[config.mk]
export PLATFORM = sky130hd
export DESIGN_NAME = microdrive_record_framer_core
export DESIGN_NICKNAME = d
export VERILOG_FILES = /design/src/hw/rtl/mrf_pkg.sv /design/src/hw/rtl/microdrive_record_framer_core.sv
export SDC_FILE = /design/constraint.sdc
export NUM_CORES = 1
export LEC_CHECK = 0
export ABC_CLOCK_PERIOD_IN_PS = 14000
export BUFFER_PORTS_ARGS = -buffer_cell sky130_fd_sc_hd__buf_4
export CAP_MARGIN = 0
export CELL_PAD_IN_SITES_DETAIL_PLACEMENT = 0
export CELL_PAD_IN_SITES_GLOBAL_PLACEMENT = 1
export CORE_UTILIZATION = 37
export DETAILED_ROUTE_END_ITERATION = 8
export PLACE_DENSITY_LB_ADDON = 0.1
export SYNTH_ARGS = -nofsm -noshare
export SYNTH_HDL_FRONTEND = slang
export SYNTH_SLANG_ARGS = --single-unit
[constraint.sdc]
create_clock -name i_clk -period 14 [get_ports i_clk]
set_input_delay 1.4 -clock i_clk [delete_from_list [all_inputs] [get_ports i_clk]]
set_output_delay 1.4 -clock i_clk [all_outputs]
set_load 0.03 [all_outputs]
[src/hw/rtl/mrf_pkg.sv]
// Shared constants, types and helpers for the microdrive record framer.
`timescale 1ns / 1ps

package mrf_pkg;

    localparam int PAYLOAD_BYTES = 512;
    localparam int POS_W         = $clog2(PAYLOAD_BYTES);
    localparam int NAME_LEN      = 10;
    localparam int NAME_W        = 8 * NAME_LEN;

    // Configuration register indexes.
    localparam logic [1:0] CFG_NAME_LOW    = 2'd0;
    localparam logic [1:0] CFG_NAME_HIGH   = 2'd1;
    localparam logic [1:0] CFG_LAST_RECORD = 2'd2;

    // Register reset values.
    localparam logic [63:0] NAME_LOW_RST    = 64'h2020_2020_2020_2020;
    localparam logic [15:0] NAME_HIGH_RST   = 16'h2020;
    localparam logic [7:0]  LAST_RECORD_RST = 8'd253;

    // Emit phase of the held item: two 15-byte headers, data byte, data checksum.
    typedef logic [4:0] t_phase;
    localparam t_phase PH_SECTOR  = 5'd0;
    localparam t_phase PH_BLOCK   = 5'd15;
    localparam t_phase PH_DATA    = 5'd30;
    localparam t_phase PH_DATA_CK = 5'd31;

    // Byte slots within one header.
    typedef logic [3:0] t_hslot;
    localparam t_hslot HS_FLAG  = 4'd0;
    localparam t_hslot HS_REC   = 4'd1;
    localparam t_hslot HS_ZERO  = 4'd2;
    localparam t_hslot HS_TYPE  = 4'd3;
    localparam t_hslot HS_NAME0 = 4'd4;
    localparam t_hslot HS_CK    = 4'd14;

    localparam logic [7:0] SECTOR_FLAG = 8'd1;
    localparam logic [7:0] BLOCK_FLAG  = 8'd0;
    localparam logic [7:0] SECTOR_TYPE = 8'd0;
    localparam logic [7:0] BLOCK_TYPE  = 8'd2;

    localparam logic [8:0] MOD_SUM = 9'd255;

    // (a + b) mod 255 with a already reduced (0..254).
    function automatic logic [7:0] add_mod255(input logic [7:0] a, input logic [7:0] b);
        logic [8:0] s;
        s = {1'b0, a} + {1'b0, b};
        if (s >= MOD_SUM) begin
            s = s - MOD_SUM;
        end
        return s[7:0];
    endfunction

endpackage

[src/hw/rtl/microdrive_record_framer_core.sv]
// Microdrive record framer: payload bytes in, framed sector/block records out.
`timescale 1ns / 1ps

// Takes payload bytes and frames every run of 512 as one microdrive record.
// The first byte of a record is preceded by a 15-byte sector header (flag 1,
// record number, 0, 0, ten name bytes, checksum) and a 15-byte block header
// (flag 0, record number, 0, 2, name, checksum); the 512th byte is followed
// by the data checksum, flagged by record_end. Checksums are byte sums mod 255.
// run_last marks the final output byte caused by each input transfer.
// Output runs at one byte per cycle while i_out_stall is low. An input byte
// occupies a single holding register until all of its output bytes have
// moved to the output register: one for an ordinary byte, two for the last
// byte of a record and 31 for the first, and input is stalled for the rest of
// that burst. A new byte is taken in the same cycle the previous one's last
// result is loaded, so plain payload flows back to back. Record number wraps
// from last_record to 1. Configuration is to be written only while the block
// is idle; the block itself does not enforce this. Index 3 is ignored.

module microdrive_record_framer_core (
    input  logic        i_clk,
    input  logic        i_rst_n,
    // configuration
    input  logic        i_cfg_we,
    input  logic [1:0]  i_cfg_idx,
    input  logic [63:0] i_cfg_data,
    // payload input
    input  logic        i_in_valid,
    output logic        o_in_stall,
    input  logic [7:0]  i_payload_byte,
    // framed output
    output logic        o_out_valid,
    input  logic        i_out_stall,
    output logic [7:0]  o_out_byte,
    output logic        o_record_end,
    output logic        o_run_last
);

    // configuration registers
    logic [63:0] r_name_low;
    logic [15:0] r_name_high;
    logic [7:0]  r_last_record;

    // record state, advanced when a payload byte is transferred in
    logic [mrf_pkg::POS_W-1:0] r_pos;
    logic [7:0]                r_rec;
    logic [7:0]                r_dsum;

    // holding register for the byte being framed
    logic                r_hold_valid;
    logic [7:0]          r_hold_byte;
    logic                r_hold_last;
    logic [7:0]          r_hold_ck;
    mrf_pkg::t_phase     r_phase;
    logic [7:0]          r_hsum;

    // output register
    logic       r_out_valid;
    logic [7:0] r_out_byte;
    logic       r_out_end;
    logic       r_out_last;

    logic                        w_in_xfer;
    logic                        w_out_load;
    logic                        w_done;
    logic                        w_first;
    logic                        w_last;
    logic [7:0]                  w_dsum;
    logic                        w_in_hdr;
    logic                        w_sector;
    mrf_pkg::t_hslot             w_hslot;
    mrf_pkg::t_hslot             w_nidx;
    logic [mrf_pkg::NAME_W-1:0]  w_name;
    logic [7:0]                  w_name_byte;
    logic [7:0]                  w_hdr_byte;
    logic [7:0]                  w_byte;
    logic                        w_end;
    logic                        w_run_last;

    // ---------------------------------------------------------------
    // Handshakes
    // ---------------------------------------------------------------
    assign w_out_load = r_hold_valid && (!r_out_valid || !i_out_stall);
    assign w_done     = w_out_load && w_run_last;
    assign o_in_stall = r_hold_valid && !w_done;
    assign w_in_xfer  = i_in_valid && !o_in_stall;

    // ---------------------------------------------------------------
    // Record position and data checksum, evaluated on input transfer
    // ---------------------------------------------------------------
    assign w_first = (r_pos == '0);
    assign w_last  = (r_pos == mrf_pkg::POS_W'(mrf_pkg::PAYLOAD_BYTES - 1));
    assign w_dsum  = mrf_pkg::add_mod255(w_first ? 8'd0 : r_dsum, i_payload_byte);

    // ---------------------------------------------------------------
    // Header byte generation; checksum accumulates as bytes go out
    // ---------------------------------------------------------------
    assign w_in_hdr = (r_phase < mrf_pkg::PH_DATA);
    assign w_sector = (r_phase < mrf_pkg::PH_BLOCK);
    assign w_hslot  = w_sector ? r_phase[3:0] : 4'(r_phase - mrf_pkg::PH_BLOCK);
    assign w_nidx   = w_hslot - mrf_pkg::HS_NAME0;
    assign w_name   = {r_name_high, r_name_low};

    always_comb begin
        w_name_byte = '0;
        for (int i = 0; i < mrf_pkg::NAME_LEN; i++) begin
            if (w_nidx == 4'(i)) begin
                w_name_byte = w_name[i*8 +: 8];
            end
        end
    end

    always_comb begin
        case (w_hslot)
            mrf_pkg::HS_FLAG: w_hdr_byte = w_sector ? mrf_pkg::SECTOR_FLAG
                                                    : mrf_pkg::BLOCK_FLAG;
            mrf_pkg::HS_REC:  w_hdr_byte = r_rec;
            mrf_pkg::HS_ZERO: w_hdr_byte = 8'd0;
            mrf_pkg::HS_TYPE: w_hdr_byte = w_sector ? mrf_pkg::SECTOR_TYPE
                                                    : mrf_pkg::BLOCK_TYPE;
            mrf_pkg::HS_CK:   w_hdr_byte = r_hsum;
            default:          w_hdr_byte = w_name_byte;
        endcase
    end

    always_comb begin
        w_end      = 1'b0;
        w_run_last = 1'b0;
        if (w_in_hdr) begin
            w_byte = w_hdr_byte;
        end else if (r_phase == mrf_pkg::PH_DATA) begin
            w_byte     = r_hold_byte;
            w_run_last = !r_hold_last;
        end else begin
            w_byte     = r_hold_ck;
            w_end      = 1'b1;
            w_run_last = 1'b1;
        end
    end

    // ---------------------------------------------------------------
    // Registers
    // ---------------------------------------------------------------
    always_ff @(posedge i_clk) begin
        if (!i_rst_n) begin
            r_name_low    <= mrf_pkg::NAME_LOW_RST;
            r_name_high   <= mrf_pkg::NAME_HIGH_RST;
            r_last_record <= mrf_pkg::LAST_RECORD_RST;
        end else if (i_cfg_we) begin
            unique case (i_cfg_idx)
                mrf_pkg::CFG_NAME_LOW:    r_name_low    <= i_cfg_data;
                mrf_pkg::CFG_NAME_HIGH:   r_name_high   <= i_cfg_data[15:0];
                mrf_pkg::CFG_LAST_RECORD: r_last_record <= i_cfg_data[7:0];
                default: ;
            endcase
        end
    end

    always_ff @(posedge i_clk) begin
        if (!i_rst_n) begin
            r_pos        <= '0;
            r_rec        <= 8'd1;
            r_dsum       <= '0;
            r_hold_valid <= 1'b0;
        end else begin
            if (w_in_xfer) begin
                r_hold_valid <= 1'b1;
                r_pos        <= w_last ? '0 : r_pos + 1'b1;
                r_dsum       <= w_last ? 8'd0 : w_dsum;
                if (w_last) begin
                    r_rec <= (r_rec >= r_last_record) ? 8'd1 : r_rec + 8'd1;
                end
            end else if (w_done) begin
                r_hold_valid <= 1'b0;
            end
        end
    end

    // payload side of the holding register
    always_ff @(posedge i_clk) begin
        if (w_in_xfer) begin
            r_hold_byte <= i_payload_byte;
            r_hold_last <= w_last;
            r_hold_ck   <= w_dsum;
            r_phase     <= w_first ? mrf_pkg::PH_SECTOR : mrf_pkg::PH_DATA;
        end else if (w_out_load) begin
            r_phase <= r_phase + 5'd1;
        end
        if (w_out_load && w_in_hdr && (w_hslot != mrf_pkg::HS_CK)) begin
            r_hsum <= mrf_pkg::add_mod255(
                (w_hslot == mrf_pkg::HS_FLAG) ? 8'd0 : r_hsum, w_hdr_byte);
        end
    end

    always_ff @(posedge i_clk) begin
        if (!i_rst_n) begin
            r_out_valid <= 1'b0;
        end else if (w_out_load) begin
            r_out_valid <= 1'b1;
        end else if (!i_out_stall) begin
            r_out_valid <= 1'b0;
        end
    end

    always_ff @(posedge i_clk) begin
        if (w_out_load) begin
            r_out_byte <= w_byte;
            r_out_end  <= w_end;
            r_out_last <= w_run_last;
        end
    end

    assign o_out_valid  = r_out_valid;
    assign o_out_byte   = r_out_byte;
    assign o_record_end = r_out_end;
    assign o_run_last   = r_out_last;

endmodule

==> results.cfg, run 1 <==
[logic_synthesis]
syn_inst = 972
yosys.area_share.simple_pct = 20.55
synth_xor_area_share_pct = 3.282
synth_cell_type_count = 90
yosys_warnings = 0
seq_area_frac_synth_pct = 41.58
netlist.area_leader.share_pct = 27.32
synth_top_family_by_area = compound AO/OA/AOI/OAI gates
synthFlopType = dfxtp_1
synth_compound_area_share_pct = 22.26
synth_area_um2 = 8426
syn_nets = 1085
synth.area.top_cells = dfxtp_1, edfxtp_1, nand2_1, a21oi_1, ha_1
synthAdderAreaFrac_pct = 5.227
syn_avg_cell_area_um2 = 8.668
ys_ff_latch = 155
synthMuxAreaShare_pct = 3.193
async_flop_share_pct = 0
synth_top_area_cell = dfxtp_1
synth-edff-count = 40

[critical_path]
cp_slowest_cell = a21oi_2
reg2reg_to = r_hsum[1]$_DFFE_PP_
path_cells = inv_1 -> ha_1 -> a21oi_2 -> mux2_2 -> o21ai_0 -> a21oi_1 -> o41a_1 -> ha_1 -> fa_1 -> a21o_1 -> a211o_1 -> a21oi_2 -> xnor2_1 -> o2111ai_1 -> o21ai_1 -> mux2_2
ff2ff_setup_slack_ns = 8.01
reg2reg_depth = 16
cp.arrival_ns = 6.17
required_ns = 14.18
start_kind = flip-flop
endpoint_kind = flip-flop
critPathKind = flip-flop to flip-flop
cp_max_fo = 20
max_stage_delay_ns = 0.88
reg2reg_from = r_phase[0]$_SDFFCE_PP0P_

[power_and_ir_drop]
p_comb_share_pct = 34.9
sw_frac_of_total_pct = 36.44
power_mw = 1.517
power.switching_mw = 0.5529
p_int_mw = 0.9643
ir_drop_mv = 0.08265
p_clk_share_pct = 28.9
power.density_nw_per_um2 = 154.6
seqPwrFrac_pct = 36.2
static-leakage-power_nw = 3.885

[sta]
period_share_pct = 42.79
slew_viol_final = 0
fin_skew_ns = 0.01405
clock.fmax_ghz = 0.1669
max_slew_margin_pct = 26.16
fin_ws_ns = 8.009
setup_viol = 0
setup_tns_ns = 0
rsz0062_at_grt = no
fin_crit_ns = 5.991
final-hold-violation-count = 0
worst_slew_pin_slew_ns = 1.102

[placed_design]
dp_slack_ns = 8.047
io_buffers = 90
dpl.cell_count = 1294
place.gp.congestion = 0.8625
dp_hpwl_um = 17410

[cts]
path_clk_slew_ns = 0.07
clockRootBuffer = clkbuf_16
clk_latency_ns = 0.43
clock_path_buffers = 2
cts_sinks = 155
htreeDepth = 4
cts_resized = 0
cts_buffers = 17
cts_tree = built
ctsHoldBuffers = 0
post-cts-setup-buffers = 0

[grt]
grt_pass1_wl_um = 37960
busiest_layer = met2
track_usage_pct = 21.02
grt.overflow.total = 0
met2_usage_pct = 31.28
first_global_vias = 6830
grt.met3_usage_pct = 3.913
grt_util_met1_pct = 30.75
antenna_found_initial = 0
grt_max_degree = 79

[finish]
layoutNonFillerInstCount = 1326
fillers = 2226
multi_input_area_um2 = 4598
area_growth_pct = 16.48
insertedDiodeCount = 0
nets = 1146
seqCellArea_um2 = 3503
drive_above_1_share_pct = 16.06

[drt]
drt_pass1_iterations = 7
drtAntennaViolNets = 0
vias = 7192
drc = 0
wire_per_inst_um = 18.01
routed_wl_um = 23880
avgViaCountPerCell = 5.424
dr.first_iter.drc_count = 504

[run_status]
status = completed

[floorplanning]
die_w_um = 152.9
row_count = 54
start_util_pct = 38.14
ioPinCount = 91
die_h_um = 152.9
core_area_um2 = 22090
dieArea_um2 = 23380

[hold_path]
hold_start = r_name_low[10]$_SDFFE_PN0P_
min_path_type = flip-flop to flip-flop
hold_depth = 2
holdPathEnd = r_name_low[10]$_SDFFE_PN0P_

[job]
max-cap-violations = 0
==> logic make-up after synthesis <==
| logic type | Yosys count |
|---|---|
| AOI/OAI and AO/OA | 277 |
| and+or+nand+nor | 377 |
| DFF | 155 |
| xor gates and xnor gates | 29 |
| buffers and inverters | 79 |
| adders and majority gates | 34 |
| muxes | 21 |
==> through the flow <==
stage | utilization (%) | hold slack, ns | cell area (um2)
detailed placement | 41.92 | 0.4461 | 9263
global placement | 41.92 | 0.4424 | 9263
finish | 44.42 | 0.4554 | 9814
floorplan | - | 0.4329 | 8426
global route | 44.42 | 0.4703 | 9814
CTS | 44.42 | 0.4548 | 9814
==> synthesized netlist by cell type (16+ instances only) <==
cell type  count
nand3_1       23
nor2_1        45
a21oi_1      121
edfxtp_1      40
inv_1         25
nor2b_1       16
ha_1          32
dfxtp_1      115
xor2_1        16
nand2_1      215
o21ai_0       26
clkbuf_1      33
==> how the worst max path moves through the flow <==
stage,cells after the start,end,slack (ns),start
after floorplan,18,r_hsum[1]$_DFFE_PP_,9.09,r_phase[0]$_SDFFCE_PP0P_
final,16,r_hsum[1]$_DFFE_PP_,8.01,r_phase[0]$_SDFFCE_PP0P_
after detailed placement,16,r_hsum[1]$_DFFE_PP_,8.05,r_phase[0]$_SDFFCE_PP0P_
after global routing,16,r_hsum[1]$_DFFE_PP_,7.67,r_phase[0]$_SDFFCE_PP0P_
after CTS,16,r_hsum[1]$_DFFE_PP_,8.03,r_phase[0]$_SDFFCE_PP0P_
after global placement,16,r_hsum[1]$_DFFE_PP_,8.21,r_phase[0]$_SDFFCE_PP0P_
==> area by class of cell <==
| class | count | share of cell area, % |
|---|---|---|
| Inverter | 26 | 0.9944 |
| Clock buffer | 17 | 4.335 |
| Tap cell | 280 | 3.570 |
| Clock inverter | 15 | 1.288 |
| Sequential cell | 155 | 35.70 |
| Timing Repair Buffer | 95 | 7.267 |
| Multi-Input combinational cell | 738 | 46.85 |
==> flip-flops by register name, indices dropped and copies added (netlist names), 5 cells and up <==
signal         count
o_out_byte         8
r_dsum             8
r_hold_byte        8
r_hold_ck          8
r_hsum             8
r_last_record      8
r_name_high       16
r_name_low        64
r_phase            5
r_pos              9
r_rec              8
==> power by group through the flow <==
stage,registers (mW),clock network (mW),logic (mW)
6_report,0.549,0.439,0.530
5_1_grt,0.553,0.468,0.585
4_1_cts,0.549,0.449,0.531
3_3_place_gp,0.559,0,0.526
3_5_place_dp,0.558,0,0.528
2_1_floorplan,0.544,0,0.394
==> layer usage <==
metal  vias up  wire [um]  part of all wire (%)
li1       3606          -                     -
met1      3413      12070                    51
met2       152      10390                    44
met3        21       1091                   4.6
met4         0        323                   1.4
met5         -          0                     0
==> cell usage in the layout (no fill, tap or decap), types with 5 or more instances in the layout <==
cell       instances
a211oi_1           7
a21o_1            11
a21oi_1          121
a22o_1             6
a22oi_1            5
a2bb2oi_1          5
a31oi_1            7
and2_1            14
and3_1             6
buf_4             95
clkbuf_16         17
clkinv_4           5
dfxtp_1          115
edfxtp_1          40
ha_1              32
inv_1             24
mux2_2             7
mux2i_1           10
nand2_1          215
nand2b_1           8
nand3_1           23
nand4_1            7
nor2_1            45
nor2b_1           16
nor3_1             5
nor3b_1            6
o211ai_1           9
o21a_1             7
o21ai_0           26
o221ai_1           8
o22ai_1            9
or3_1              5
xnor2_1           10
xor2_1            16
==> worst max-delay path: cells and delay by family (launching register included) <==
| kind | cells | cell delay [ns] |
|---|---|---|
| AOI/OAI and AO/OA | 9 | 2.77 |
| adders and majority gates | 3 | 1.11 |
| muxes | 2 | 0.78 |
| DFF | 1 | 0.71 |
| xor gates and xnor gates | 1 | 0.23 |
| buffers and inverters | 1 | 0.17 |
Power figures use the tool's default switching activity.
==> run 2, diff against run 1 <==
Settings changed: ABC_CLOCK_PERIOD_IN_PS 14000 to 5900.
Clock period 14 ns to 5.9 ns, I/O delays scaled along.
==> results.cfg, run 2 (synthesized netlist as in run 1, its figures left out) <==
[grt]
grt_pass1_wl_um = 37650
antenna_found_initial = 0
first_global_vias = 6930
track_usage_pct = 20.73
grt.overflow.total = 0
grt_max_degree = 83

[critical_path]
max_stage_delay_ns = 0.50
cp_slowest_cell = a21oi_2
start_kind = flip-flop
required_ns = 6.08
cp_max_fo = 17
path_cells = buf_4 -> inv_1 -> ha_1 -> a21oi_2 -> mux2_2 -> o21ai_0 -> a21oi_1 -> o41a_1 -> ha_1 -> fa_1 -> a21o_1 -> a211o_1 -> a21oi_2 -> xnor2_1 -> o2111ai_1 -> o21ai_1 -> mux2_2
reg2reg_depth = 17
critPathKind = flip-flop to flip-flop
reg2reg_to = r_hsum[1]$_DFFE_PP_
cp.arrival_ns = 5.60
ff2ff_setup_slack_ns = 0.48
endpoint_kind = flip-flop
reg2reg_from = r_phase[0]$_SDFFCE_PP0P_
cp-startpoint = r_phase[0]$_SDFFCE_PP0P_

[drt]
dr.first_iter.drc_count = 452
drc = 0
vias = 7149
drt_pass1_iterations = 5
routed_wl_um = 23550
avgViaCountPerCell = 5.363
wire_per_inst_um = 17.67
drtAntennaViolNets = 0

[job]
max-cap-violations = 0

[finish]
top_register = r_name_low
drive_above_1_share_pct = 16.52
seqCellArea_um2 = 3503
final_cell_mix = nand2_1, a21oi_1, dfxtp_1
fillers = 2197
layoutNonFillerInstCount = 1333
largest_reg_flops = 64
largestRegisters = r_name_low (64), r_name_high (16), r_pos (9)
final_common_cell = nand2_1
fin_area_um2 = 9864
area_growth_pct = 17.08
finalCoreUtilization_pct = 44.65
multi_input_area_um2 = 4602
nets = 1153
insertedDiodeCount = 0

[sta]
fin_skew_ns = 0.01162
final-hold-violation-count = 0
setup_tns_ns = 0
max_slew_margin_pct = 33.41
rsz0062_at_grt = no
setup_viol = 0
clock.fmax_ghz = 0.1845
worst_slew_pin_slew_ns = 0.9988
slew_viol_final = 0
fin_ws_ns = 0.4785
whs_ns = 0.3602
period_share_pct = 91.89
fin_crit_ns = 5.421

[cts]
cts_tree = built
cts_sinks = 155
post-cts-setup-buffers = 0
clk_latency_ns = 0.42
ctsHoldBuffers = 0
cts_buffers = 17
htreeDepth = 4
clockRootBuffer = clkbuf_16
path_clk_slew_ns = 0.06
clock_path_buffers = 2

[hold_path]
hold_depth = 1
hold_start = i_payload_byte[6]
holdPathEnd = r_hold_byte[6]$_DFFE_PP_
min_path_type = input port to flip-flop

[floorplanning]
ioPinCount = 91
dieArea_um2 = 23380
start_util_pct = 38.14
row_count = 54
core_area_um2 = 22090
die_h_um = 152.9
die_w_um = 152.9

[power_and_ir_drop]
power_mw = 3.581
static-leakage-power_nw = 3.908
ir_drop_mv = 0.1838
power.density_nw_per_um2 = 363.1

[placed_design]
dpl.cell_count = 1301
dp_hpwl_um = 17400
io_buffers = 90
placed_cell_area_um2 = 9315
dp_slack_ns = 0.4656
place.gp.congestion = 0.8839

[run_status]
status = completed
-- run 2: cell type report --
| type | instances | share of cell area, % |
|---|---|---|
| Multi-Input combinational cell | 738 | 46.65 |
| Sequential cell | 155 | 35.51 |
| Timing Repair Buffer | 102 | 7.763 |
| Clock buffer | 25 | 4.934 |
| Tap cell | 280 | 3.551 |
| Inverter | 26 | 0.9893 |
| Clock inverter | 7 | 0.5961 |
-- run 2: what timing repair did --
| item | CTS | global route |
|---|---|---|
| gates resized for setup | 0 | 1 |
| hold endpoints to repair | 0 | 0 |
| setup endpoints to repair | 0 | 1 |
-- run 2: how the worst max path moves through the flow --
stage          cells after the start                  end
4_1_cts                           17  r_hsum[1]$_DFFE_PP_
5_1_grt                           15  r_hsum[1]$_DFFE_PP_
2_1_floorplan                     18  r_hsum[1]$_DFFE_PP_
6_report                          17  r_hsum[1]$_DFFE_PP_
3_3_place_gp                      16  r_hsum[1]$_DFFE_PP_
3_5_place_dp                      16  r_hsum[1]$_DFFE_PP_
-- run 2: metal layers --
metal  vias up  global-route usage (%)  wire length (um)
met4         0                   5.676               315
met2       149                   31.45             10300
met5         -                       0                 0
met1      3362                   29.89             11970
li1       3618                       -                 -
met3        20                   3.941               974
-- run 2: power breakdown --
group / internal [mW] / switching, mW
Clock: 0.581 / 0.447
Combinational: 0.511 / 0.747
Sequential: 1.22 / 0.0764
-- run 2: worst max-delay path, delay by kind of cell (launching register included) --
family                   cells  cell delay (ns)
multiplexers                 2             0.76
XOR/XNOR                     1             0.23
buffers and inverters        2             0.32
AO/OA/AOI/OAI                9             2.41
adder cells (fa/ha/maj)      3             1.07
flip-flops                   1             0.38
==> run 3, diff against run 2 <==
Settings changed: REMOVE_ABC_BUFFERS set to 1.
==> results.cfg, run 3 (synthesized netlist as in run 1, its figures left out) <==
[finish]
top_register = r_name_low
final_cell_mix = nand2_1, a21oi_1, dfxtp_1
largest_reg_flops = 64
finalCoreUtilization_pct = 44.83
largestRegisters = r_name_low (64), r_name_high (16), r_pos (9)
final_common_cell = nand2_1
insertedDiodeCount = 0
area_growth_pct = 17.55
multi_input_area_um2 = 4598
drive_above_1_share_pct = 17.23
nets = 1156
layoutNonFillerInstCount = 1336
seqCellArea_um2 = 3503
fillers = 2198

[cts]
post-cts-setup-buffers = 0
cts_buffers = 17
cts_resized = 0
ctsHoldBuffers = 0
clockRootBuffer = clkbuf_16
htreeDepth = 4
clock_path_buffers = 2
clk_latency_ns = 0.43
cts_tree = built
path_clk_slew_ns = 0.07
cts_sinks = 155

[sta]
period_share_pct = 89.42
fin_skew_ns = 0.01039
clock.fmax_ghz = 0.1896
rsz0062_at_grt = no
worst_slew_pin_slew_ns = 0.9745
final-hold-violation-count = 0
max_slew_margin_pct = 35.03
fin_crit_ns = 5.276
slew_viol_final = 0
setup_viol = 0
setup_tns_ns = 0

[grt]
grt_pass1_wl_um = 38870
grt_max_degree = 79
track_usage_pct = 21.20
grt.overflow.total = 0
antenna_found_initial = 0
first_global_vias = 7031

[power_and_ir_drop]
ir_drop_mv = 0.1707
power_mw = 3.628
power.density_nw_per_um2 = 366.3
static-leakage-power_nw = 3.941

[hold_path]
min_path_type = input port to flip-flop

[job]
max-cap-violations = 0

[floorplanning]
die_w_um = 152.9
row_count = 54
start_util_pct = 38.14
die_h_um = 152.9
ioPinCount = 91
dieArea_um2 = 23380
core_area_um2 = 22090

[drt]
wire_per_inst_um = 17.93
drtAntennaViolNets = 0
dr.first_iter.drc_count = 476
routed_wl_um = 23950
avgViaCountPerCell = 5.354
drt_pass1_iterations = 5
vias = 7153
drc = 0

[critical_path]
cp_max_fo = 13
start_kind = flip-flop
required_ns = 6.08
endpoint_kind = flip-flop
critPathKind = flip-flop to flip-flop
cp.arrival_ns = 5.45

[run_status]
status = completed

[placed_design]
place.gp.congestion = 0.8668
dpl.cell_count = 1304
io_buffers = 90
dp_hpwl_um = 17530
run 3: cell count changes in the layout (fill, tap and decap cells not counted), sizes merged:
cell,before,now
inv,29,33
clkinv,2,3
clkbuf,25,20
buf,102,105
run 3: worst max-delay path, stage by stage (launching register included):
cell	delay [ns]
edfxtp_1	0.57
ha_1	0.40
or2b_1	0.29
nor3_1	0.24
a21oi_1	0.18
buf_4	0.22
o22ai_1	0.12
a21oi_1	0.06
o41a_1	0.46
ha_1	0.25
fa_1	0.43
a21o_1	0.19
a211o_1	0.30
a21oi_2	0.19
xnor2_1	0.23
o2111ai_1	0.27
o21ai_1	0.26
mux2_2	0.35
run 3: power by group:
group	total, mW	internal [mW]	switching (mW)	leakage [nW]
Clock	1.06	0.583	0.479	0.277
Combinational	1.28	0.514	0.766	2.35
Sequential	1.29	1.22	0.0687	1.32
Total	3.63	2.32	1.31	3.94
run 3: layout make-up:
cell class | instances | area share (%)
Multi-Input combinational cell | 738 | 46.42
Sequential cell | 155 | 35.37
Timing Repair Buffer | 105 | 7.959
Clock buffer | 20 | 4.712
Tap cell | 280 | 3.537
Clock inverter | 12 | 1.011
Inverter | 26 | 0.9853
run 3: path summary, 6_finish.rpt:
kind | depth (start not counted) | end | slack (ns) | start
max | 17 | r_hsum[1]$_DFFE_PP_ | 0.62 | r_phase[1]$_DFFE_PP_
min | 1 | r_hold_byte[5]$_DFFE_PP_ | 0.36 | i_payload_byte[5]
max reg2reg | 17 | r_hsum[1]$_DFFE_PP_ | 0.62 | r_phase[1]$_DFFE_PP_
min reg2reg | 2 | r_name_low[9]$_SDFFE_PN0P_ | 0.46 | r_name_low[9]$_SDFFE_PN0P_
run 3: per-stage QoR:
step                area [um2]  hold WS [ns]  setup WS (ns)
CTS                       9905        0.3443         0.6324
global placement          9338        0.4420         0.7442
detailed placement        9338        0.4487         0.6472
finish                    9905        0.3574         0.6244
global route              9905        0.3419         0.2099
floorplan                 8194        0.4329         0.7920
run 3: routing by layer:
layer  up-vias  global-route usage, %  part of all wire (%)
met3        21                  2.949                   3.7
met4         0                  5.916                   1.1
li1       3631                      -                     -
met1      3383                  29.79                    50
met2       118                  33.90                    45
met5         -                      0                     0
